**src/rtl/mrf_pkg.sv**
```systemverilog
package mrf_pkg;

    localparam int FRAME_LEN = 8;
    localparam int BODY_LEN  = 6;

    localparam logic [2:0]  IDX_CRC_LO = 3'(BODY_LEN);
    localparam logic [2:0]  IDX_CRC_HI = 3'(FRAME_LEN - 1);

    localparam logic [15:0] CRC_INIT = 16'hFFFF;
    localparam logic [15:0] CRC_POLY = 16'hA001;

    // Register map: index taken from paddr[2]
    localparam logic REG_WRITE_FC = 1'b0;
    localparam logic REG_READ_FC  = 1'b1;

    localparam logic [7:0] WRITE_FC_RESET = 8'd6;
    localparam logic [7:0] READ_FC_RESET  = 8'd3;

    localparam logic FUNC_WRITE = 1'b0;
    localparam logic FUNC_READ  = 1'b1;

    typedef struct packed {
        logic [7:0] write_fc;
        logic [7:0] read_fc;
    } t_cfg;

    // One request with the function code already resolved
    typedef struct packed {
        logic [7:0]  slave_address;
        logic [7:0]  func_code;
        logic [15:0] register_address;
        logic [15:0] data_word;
    } t_req;

    // CRC-16/Modbus, one byte: eight reflected shift steps
    function automatic logic [15:0] crc16_byte(input logic [15:0] crc_in,
                                               input logic [7:0]  data);
        logic [15:0] c;
        c = crc_in ^ {8'h00, data};
        for (int b = 0; b < 8; b++) begin
            if (c[0]) begin
                c = (c >> 1) ^ CRC_POLY;
            end else begin
                c = c >> 1;
            end
        end
        return c;
    endfunction

endpackage

```
**src/rtl/mrf_cfg_regs.sv**
```systemverilog
module mrf_cfg_regs
    import mrf_pkg::*;
(
    input  logic        i_clk,
    input  logic        i_rst_n,
    input  logic        psel,
    input  logic        penable,
    input  logic        pwrite,
    input  logic [2:0]  paddr,
    input  logic [31:0] pwdata,
    output logic [31:0] prdata,
    output logic        pready,
    output t_cfg        o_cfg
);

    t_cfg r_cfg;
    logic wr_en;

    assign pready = 1'b1;
    assign wr_en  = psel & penable & pwrite;

    always_ff @(posedge i_clk) begin
        if (!i_rst_n) begin
            r_cfg.write_fc <= WRITE_FC_RESET;
            r_cfg.read_fc  <= READ_FC_RESET;
        end else if (wr_en) begin
            if (paddr[2] == REG_READ_FC) begin
                r_cfg.read_fc <= pwdata[7:0];
            end else begin
                r_cfg.write_fc <= pwdata[7:0];
            end
        end
    end

    always_comb begin
        if (paddr[2] == REG_READ_FC) begin
            prdata = {24'h000000, r_cfg.read_fc};
        end else begin
            prdata = {24'h000000, r_cfg.write_fc};
        end
    end

    assign o_cfg = r_cfg;

endmodule

```
**src/rtl/mrf_req_buf.sv**
```systemverilog
module mrf_req_buf
    import mrf_pkg::*;
(
    input  logic        i_clk,
    input  logic        i_rst_n,
    input  logic        i_start,
    input  logic [7:0]  i_slave_address,
    input  logic        i_func,
    input  logic [15:0] i_register_address,
    input  logic [15:0] i_data_word,
    input  t_cfg        i_cfg,
    input  logic        i_take,
    output logic        o_busy,
    output logic        o_vld,
    output t_req        o_req
);

    logic r_vld;
    t_req r_req;
    logic load;

    assign load = i_start & ~r_vld;

    always_ff @(posedge i_clk) begin
        if (!i_rst_n) begin
            r_vld <= 1'b0;
        end else if (load) begin
            r_vld <= 1'b1;
        end else if (i_take) begin
            r_vld <= 1'b0;
        end
    end

    always_ff @(posedge i_clk) begin
        if (load) begin
            r_req.slave_address    <= i_slave_address;
            r_req.func_code        <= (i_func == FUNC_READ) ? i_cfg.read_fc : i_cfg.write_fc;
            r_req.register_address <= i_register_address;
            r_req.data_word        <= i_data_word;
        end
    end

    assign o_busy = r_vld;
    assign o_vld  = r_vld;
    assign o_req  = r_req;

    // a held request is never dropped before the serializer takes it
    a_hold: assert property (@(posedge i_clk) disable iff (!i_rst_n)
        r_vld && !i_take |=> r_vld && $stable(r_req))
        else $error("pending request lost or changed");

endmodule

```
**src/rtl/mrf_serializer.sv**
```systemverilog
module mrf_serializer
    import mrf_pkg::*;
(
    input  logic       i_clk,
    input  logic       i_rst_n,
    input  logic       i_vld,
    input  t_req       i_req,
    output logic       o_take,
    output logic       o_strobe,
    output logic [7:0] o_frame_byte,
    output logic       o_last_byte
);

    logic        r_act;
    logic [2:0]  r_idx;
    logic [47:0] r_shift;
    logic [15:0] r_crc;
    logic        r_strobe;
    logic        r_last;
    logic [7:0]  r_byte;

    logic        n_act;
    logic [2:0]  n_idx;
    logic [47:0] n_shift;
    logic [15:0] n_crc;
    logic [7:0]  cur_byte;
    logic        take;
    logic        at_end;

    assign at_end = (r_idx == IDX_CRC_HI);
    assign take   = i_vld & (~r_act | at_end);

    always_comb begin
        if (r_idx == IDX_CRC_LO) begin
            cur_byte = r_crc[7:0];
        end else if (r_idx == IDX_CRC_HI) begin
            cur_byte = r_crc[15:8];
        end else begin
            cur_byte = r_shift[47:40];
        end
    end

    always_comb begin
        n_act   = r_act;
        n_idx   = r_idx;
        n_shift = r_shift;
        n_crc   = r_crc;
        if (take) begin
            n_act   = 1'b1;
            n_idx   = 3'd0;
            n_shift = {i_req.slave_address, i_req.func_code,
                       i_req.register_address, i_req.data_word};
            n_crc   = CRC_INIT;
        end else if (r_act) begin
            n_act   = ~at_end;
            n_idx   = r_idx + 3'd1;
            n_shift = r_shift << 8;
            if (r_idx < IDX_CRC_LO) begin
                n_crc = crc16_byte(r_crc, r_shift[47:40]);
            end
        end
    end

    always_ff @(posedge i_clk) begin
        if (!i_rst_n) begin
            r_act    <= 1'b0;
            r_idx    <= 3'd0;
            r_strobe <= 1'b0;
            r_last   <= 1'b0;
        end else begin
            r_act    <= n_act;
            r_idx    <= n_idx;
            r_strobe <= r_act;
            r_last   <= r_act & at_end;
        end
    end

    always_ff @(posedge i_clk) begin
        r_shift <= n_shift;
        r_crc   <= n_crc;
        r_byte  <= cur_byte;
    end

    assign o_take       = take;
    assign o_strobe     = r_strobe;
    assign o_frame_byte = r_byte;
    assign o_last_byte  = r_last;

    a_last_strobed: assert property (@(posedge i_clk) disable iff (!i_rst_n)
        r_last |-> r_strobe)
        else $error("last byte flag without strobe");

    a_frame_gapless: assert property (@(posedge i_clk) disable iff (!i_rst_n)
        r_strobe && !r_last |=> r_strobe)
        else $error("gap inside a frame");

    a_idle_done: assert property (@(posedge i_clk) disable iff (!i_rst_n)
        r_act && at_end && !i_vld |=> !r_act && r_last)
        else $error("frame did not close after the CRC high byte");

endmodule

```
**src/rtl/modbus_rtu_request_framer.sv**
```systemverilog
// Modbus RTU request framer.
// Command channel: drive the request fields and raise start; the request is
// taken at a clock edge with start high and busy low. Result channel: the
// eight-byte frame leaves one byte per cycle on o_frame_byte with o_strobe
// high for exactly one cycle per byte: slave address, function code,
// register address high/low, data word high/low, CRC-16/Modbus low/high.
// o_last_byte marks the CRC high byte. The receiver cannot hold bytes off.
// An accepted request passes the request buffer and the serializer registers
// before its first byte leaves the output byte register. Frames are paced by
// the serializer's single byte lane. A one-entry request buffer lets the next
// request be taken while the current frame is still going out, so frames run
// back to back; the CRC advances one byte per cycle as body bytes are sent.
// APB port: register 0 (address 0) is the write-single-register function
// code, reset 6; register 1 (address 4) the read-registers code, reset 3.
// Reset (synchronous, active low) empties the buffer, drops any frame in
// flight and restores both function codes.
module modbus_rtu_request_framer
    import mrf_pkg::*;
(
    input  logic        i_clk,
    input  logic        i_rst_n,
    input  logic        start,
    output logic        busy,
    input  logic [7:0]  i_slave_address,
    input  logic        i_func,
    input  logic [15:0] i_register_address,
    input  logic [15:0] i_data_word,
    output logic        o_strobe,
    output logic [7:0]  o_frame_byte,
    output logic        o_last_byte,
    input  logic        psel,
    input  logic        penable,
    input  logic        pwrite,
    input  logic [2:0]  paddr,
    input  logic [31:0] pwdata,
    output logic [31:0] prdata,
    output logic        pready
);

    t_cfg cfg;
    t_req req;
    logic req_vld;
    logic req_take;

    // function code registers
    mrf_cfg_regs u_cfg (
        .i_clk   (i_clk),
        .i_rst_n (i_rst_n),
        .psel    (psel),
        .penable (penable),
        .pwrite  (pwrite),
        .paddr   (paddr),
        .pwdata  (pwdata),
        .prdata  (prdata),
        .pready  (pready),
        .o_cfg   (cfg)
    );

    // hold one pending request, function code resolved on capture
    mrf_req_buf u_buf (
        .i_clk              (i_clk),
        .i_rst_n            (i_rst_n),
        .i_start            (start),
        .i_slave_address    (i_slave_address),
        .i_func             (i_func),
        .i_register_address (i_register_address),
        .i_data_word        (i_data_word),
        .i_cfg              (cfg),
        .i_take             (req_take),
        .o_busy             (busy),
        .o_vld              (req_vld),
        .o_req              (req)
    );

    // emit the frame one beat per cycle, CRC folded in as bytes pass
    mrf_serializer u_ser (
        .i_clk        (i_clk),
        .i_rst_n      (i_rst_n),
        .i_vld        (req_vld),
        .i_req        (req),
        .o_take       (req_take),
        .o_strobe     (o_strobe),
        .o_frame_byte (o_frame_byte),
        .o_last_byte  (o_last_byte)
    );

endmodule
```
**config.mk**
```make
export PLATFORM = sky130hd
export DESIGN_NAME = modbus_rtu_request_framer
export DESIGN_NICKNAME = d
export VERILOG_FILES = /design/src/rtl/mrf_pkg.sv /design/src/rtl/mrf_cfg_regs.sv /design/src/rtl/mrf_req_buf.sv /design/src/rtl/mrf_serializer.sv /design/src/rtl/modbus_rtu_request_framer.sv
export SDC_FILE = /design/constraint.sdc
export NUM_CORES = 1
export LEC_CHECK = 0
export BUFFER_PORTS_ARGS = -buffer_cell sky130_fd_sc_hd__buf_2
export CORE_ASPECT_RATIO = 0.9
export CORE_MARGIN = 2
export CORE_UTILIZATION = 40
export CTS_CLUSTER_DIAMETER = 50
export CTS_CLUSTER_SIZE = 25
export DETAILED_ROUTE_END_ITERATION = 12
export MAX_ROUTING_LAYER = met4
export SLEW_MARGIN = 10
export SYNTH_ARGS = -nofsm -noshare
export SYNTH_HDL_FRONTEND = slang
export SYNTH_SLANG_ARGS = --single-unit
```
**constraint.sdc**
```tcl
create_clock -name i_clk -period 4.3 [get_ports i_clk]
set_clock_uncertainty 0.05 [all_clocks]
set_input_delay 1.075 -clock i_clk [delete_from_list [all_inputs] [get_ports i_clk]]
set_output_delay 1.075 -clock i_clk [all_outputs]
set_load 0.05 [all_outputs]
```
==> flow_summary_export.csv <==
group,metric,value,unit
synth,yosysUniqueCellTypes,30,
global_routing,first_global_vias,3553,
layout,final_cell_mix,"nand2_1, edfxtp_1, buf_2",
die,die_height,118.1,um
clocking,clockRootBuffer,"clkbuf_16",
global_routing,overflow,0,
timing,hold_viol,0,
place,place_congestion,0.7338,
worst_setup_path,reg2reg_depth,6,
power,ir_drop,0.3180,mV
drt,drc,0,
drt,ant_nets,0,
power,power_density,579.0,mW/mm^2
synth,ys_ff_latch,143,
layout,utilization,48.56,%
worst_setup_path,crit_path_end,"prdata[5]",
global_routing,grtUsageMet3,4.545,%
drt,routed_wl,10380,um
global_routing,grt_max_degree,55,
timing,fin_tns_setup,0,ps
synth,synth_area,0.005782,mm^2
worst_setup_path,cp-startpoint,"paddr[2]",
die,initial_core_util,41.13,%
drt,drt_iter0_markers,279,
power,leakage,2.829,nW
synth,synth_top_area_share,49.86,%
die,die_w,130.7,um
job,maxCapViolations,0,
clocking,tritoncts,"yes",
worst_setup_path,regToRegStartpoint,"u_ser.r_idx[0]$_SDFFE_PP0P_",
timing,layout_min_cycle_time,3017,ps
die,ioPinCount,126,
synth,yosysWarnings,0,
die,fp-row-count,41,
place,dp_hpwl,6698,um
worst_setup_path,worstPathArrival,1890,ps
synth,synth_cells,505,
layout,area_growth,18.05,%
clocking,clkTransAtPathRegs,60,ps
timing,slew_viol_final,0,
worst_setup_path,cp.required,3170,ps
drt,wl_per_cell,13.31,um
synth,yosys.area.top_type,"edfxtp_1",
worst_setup_path,crit_top_cell,"buf_2",
worst_setup_path,cp_max_fo,11,
layout,antenna_cells,0,
worst_setup_path,r2r_end,"u_ser.r_idx[1]$_SDFFE_PP0P_",
hold_path,hold_path_class,"register to register",
clocking,clock-sinks,143,
layout,layout_commonest_cell,"nand2_1",
drt,route.vias.total,3613,
layout,drive_above_1_share,20.95,%
synth,avgSynthCellArea,11.45,um^2
global_routing,antenna_found_initial,0,
global_routing,grtUsageMet1,18.56,%
synth,seq_area_frac_synth,66.13,%
worst_setup_path,cp_slowest_cell,"mux2_2",
worst_setup_path,path_cells,"buf_2 -> mux2_2 -> buf_2",
global_routing,track_usage,14.86,%
timing,finalCritPeriodShare,70.17,%
die,core,0.01406,mm^2
clocking,htree_levels,4,
drt,dr.pass1.iters,4,
clocking,clock_path_buffers,2,
timing,worst_hold_slack,428.9,ps
timing,max_slew.worst_pin.slew,1157,ps
worst_setup_path,endpoint_kind,"output port",
worst_setup_path,critPathMaxStageDelay,370,ps
clocking,cts_buffers,17,
timing,fmax,0.3314,GHz
worst_setup_path,path_class,"input pin to output port",
clocking,holdBufCountCts,0,
clocking,clock_latency,410,ps
place,dpl_cell_area,0.006218,mm^2
timing,rsz0062_at_grt,"no",
global_routing,grt_pass1_wl,17210,um
clocking,post_cts_buffers,0,
timing,max-slew-margin-rel,22.85,%
die,die_area,0.01543,mm^2
global_routing,grt_util_met2,23.40,%
worst_setup_path,cp-start-kind,"input pin",
layout,nets,659,
status,outcome,"finished clean",
timing,setup_viol,0,
clocking,ctsResizeCount,0,
synth,synth_area_leaders,"edfxtp_1, dfxtp_1, nand2_1",
layout,fin_area,0.006825,mm^2
worst_setup_path,reg2reg_slack,1290,ps
global_routing,busiest_layer,"met2",
drt,avgViaCountPerCell,4.632,
power,total_power,3.952,mW
place,io_buffers,74,
[worst min path at each step]
stage	startpoint	slack (ps)	depth (start not counted)	to
5_1_grt	u_ser.r_crc[10]$_SDFFE_PP1P_	460	2	u_ser.r_crc[2]$_SDFFE_PP1P_
3_3_place_gp	u_cfg.o_cfg[4]$_SDFFE_PN0P_	410	2	u_cfg.o_cfg[4]$_SDFFE_PN0P_
3_5_place_dp	u_cfg.o_cfg[3]$_SDFFE_PN0P_	430	2	u_cfg.o_cfg[3]$_SDFFE_PN0P_
6_report	u_cfg.o_cfg[8]$_SDFFE_PN0P_	430	2	u_cfg.o_cfg[8]$_SDFFE_PN0P_
2_1_floorplan	u_cfg.o_cfg[7]$_SDFFE_PN0P_	400	2	u_cfg.o_cfg[7]$_SDFFE_PN0P_
4_1_cts	u_cfg.o_cfg[3]$_SDFFE_PN0P_	430	2	u_cfg.o_cfg[3]$_SDFFE_PN0P_
[state kept, by name (all words and copies together), names as in the netlist]
register            count
u_buf.o_busy            1
u_ser.r_shift          48
u_buf.o_req            48
u_cfg.o_cfg            16
u_ser.r_act             1
u_ser.r_crc            16
u_ser.o_last_byte       1
u_ser.r_idx             3
u_ser.o_strobe          1
u_ser.o_frame_byte      8
[metrics by stage]
stage / cells / worst slack, ps
3_5_place_dp: 748 / 1239
5_1_grt: 780 / 998.2
3_3_place_gp: 748 / 1276
6_report: 780 / 1283
2_1_floorplan: 528 / 585.5
4_1_cts: 780 / 1221
[critical path, delay by kind of cell]
family / cells / cell delay, ps
buffers and inverters: 2 / 440
multiplexers: 1 / 370
[kinds of logic after synthesis]
group,after synthesis,synth area share [%]
fa+ha+maj,3,0.6493
mux,26,4.847
other cells,2,0.1299
buf+inv,52,5.150
flops,143,66.13
compound gates,35,3.982
xor+xnor,21,3.592
simple gates,223,15.52
[area by class of cell]
type                            count  area (um^2)
Tap cell                          193        241.5
Clock buffer                       22        444.2
Multi-Input combinational cell    333         1757
Fill cell                        1266         7231
Clock inverter                     10        162.7
Timing Repair Buffer               76        385.4
Sequential cell                   143         3824
Inverter                            3        11.26
[where the power goes]
group          switching [mW]  internal (mW)
clock                   0.530          0.971
combinational           0.409          0.274
sequential             0.0947           1.67
total                    1.03           2.92
[synth_stat cells]
library cell	n
nand2_1	184
edfxtp_1	96
dfxtp_1	47
buf_4	25
xnor2_1	17
clkbuf_1	16
mux2_2	16
a21boi_0	13
mux2i_1	10
nand3_1	10
nor2_1	10
and3_1	9
o211ai_1	8
o21ai_0	8
buf_2	7
and2_1	5
a21oi_1	3
ha_1	3
inv_1	3
conb_1	2
nand2b_1	2
o21ai_1	2
xor2_1	2
a211oi_1	1
buf_1	1
nand4_1	1
nor2b_1	1
or2_2	1
xor2_2	1
xor3_2	1
[metal layers]
metal  vias to the layer above  part of all wire, %
li1                       1785                    -
met1                      1717                   44
met2                       104                   49
met3                         7                  5.8
met4                         0                 0.68
met5                         -                    0
Power figures use the tool's default switching activity.
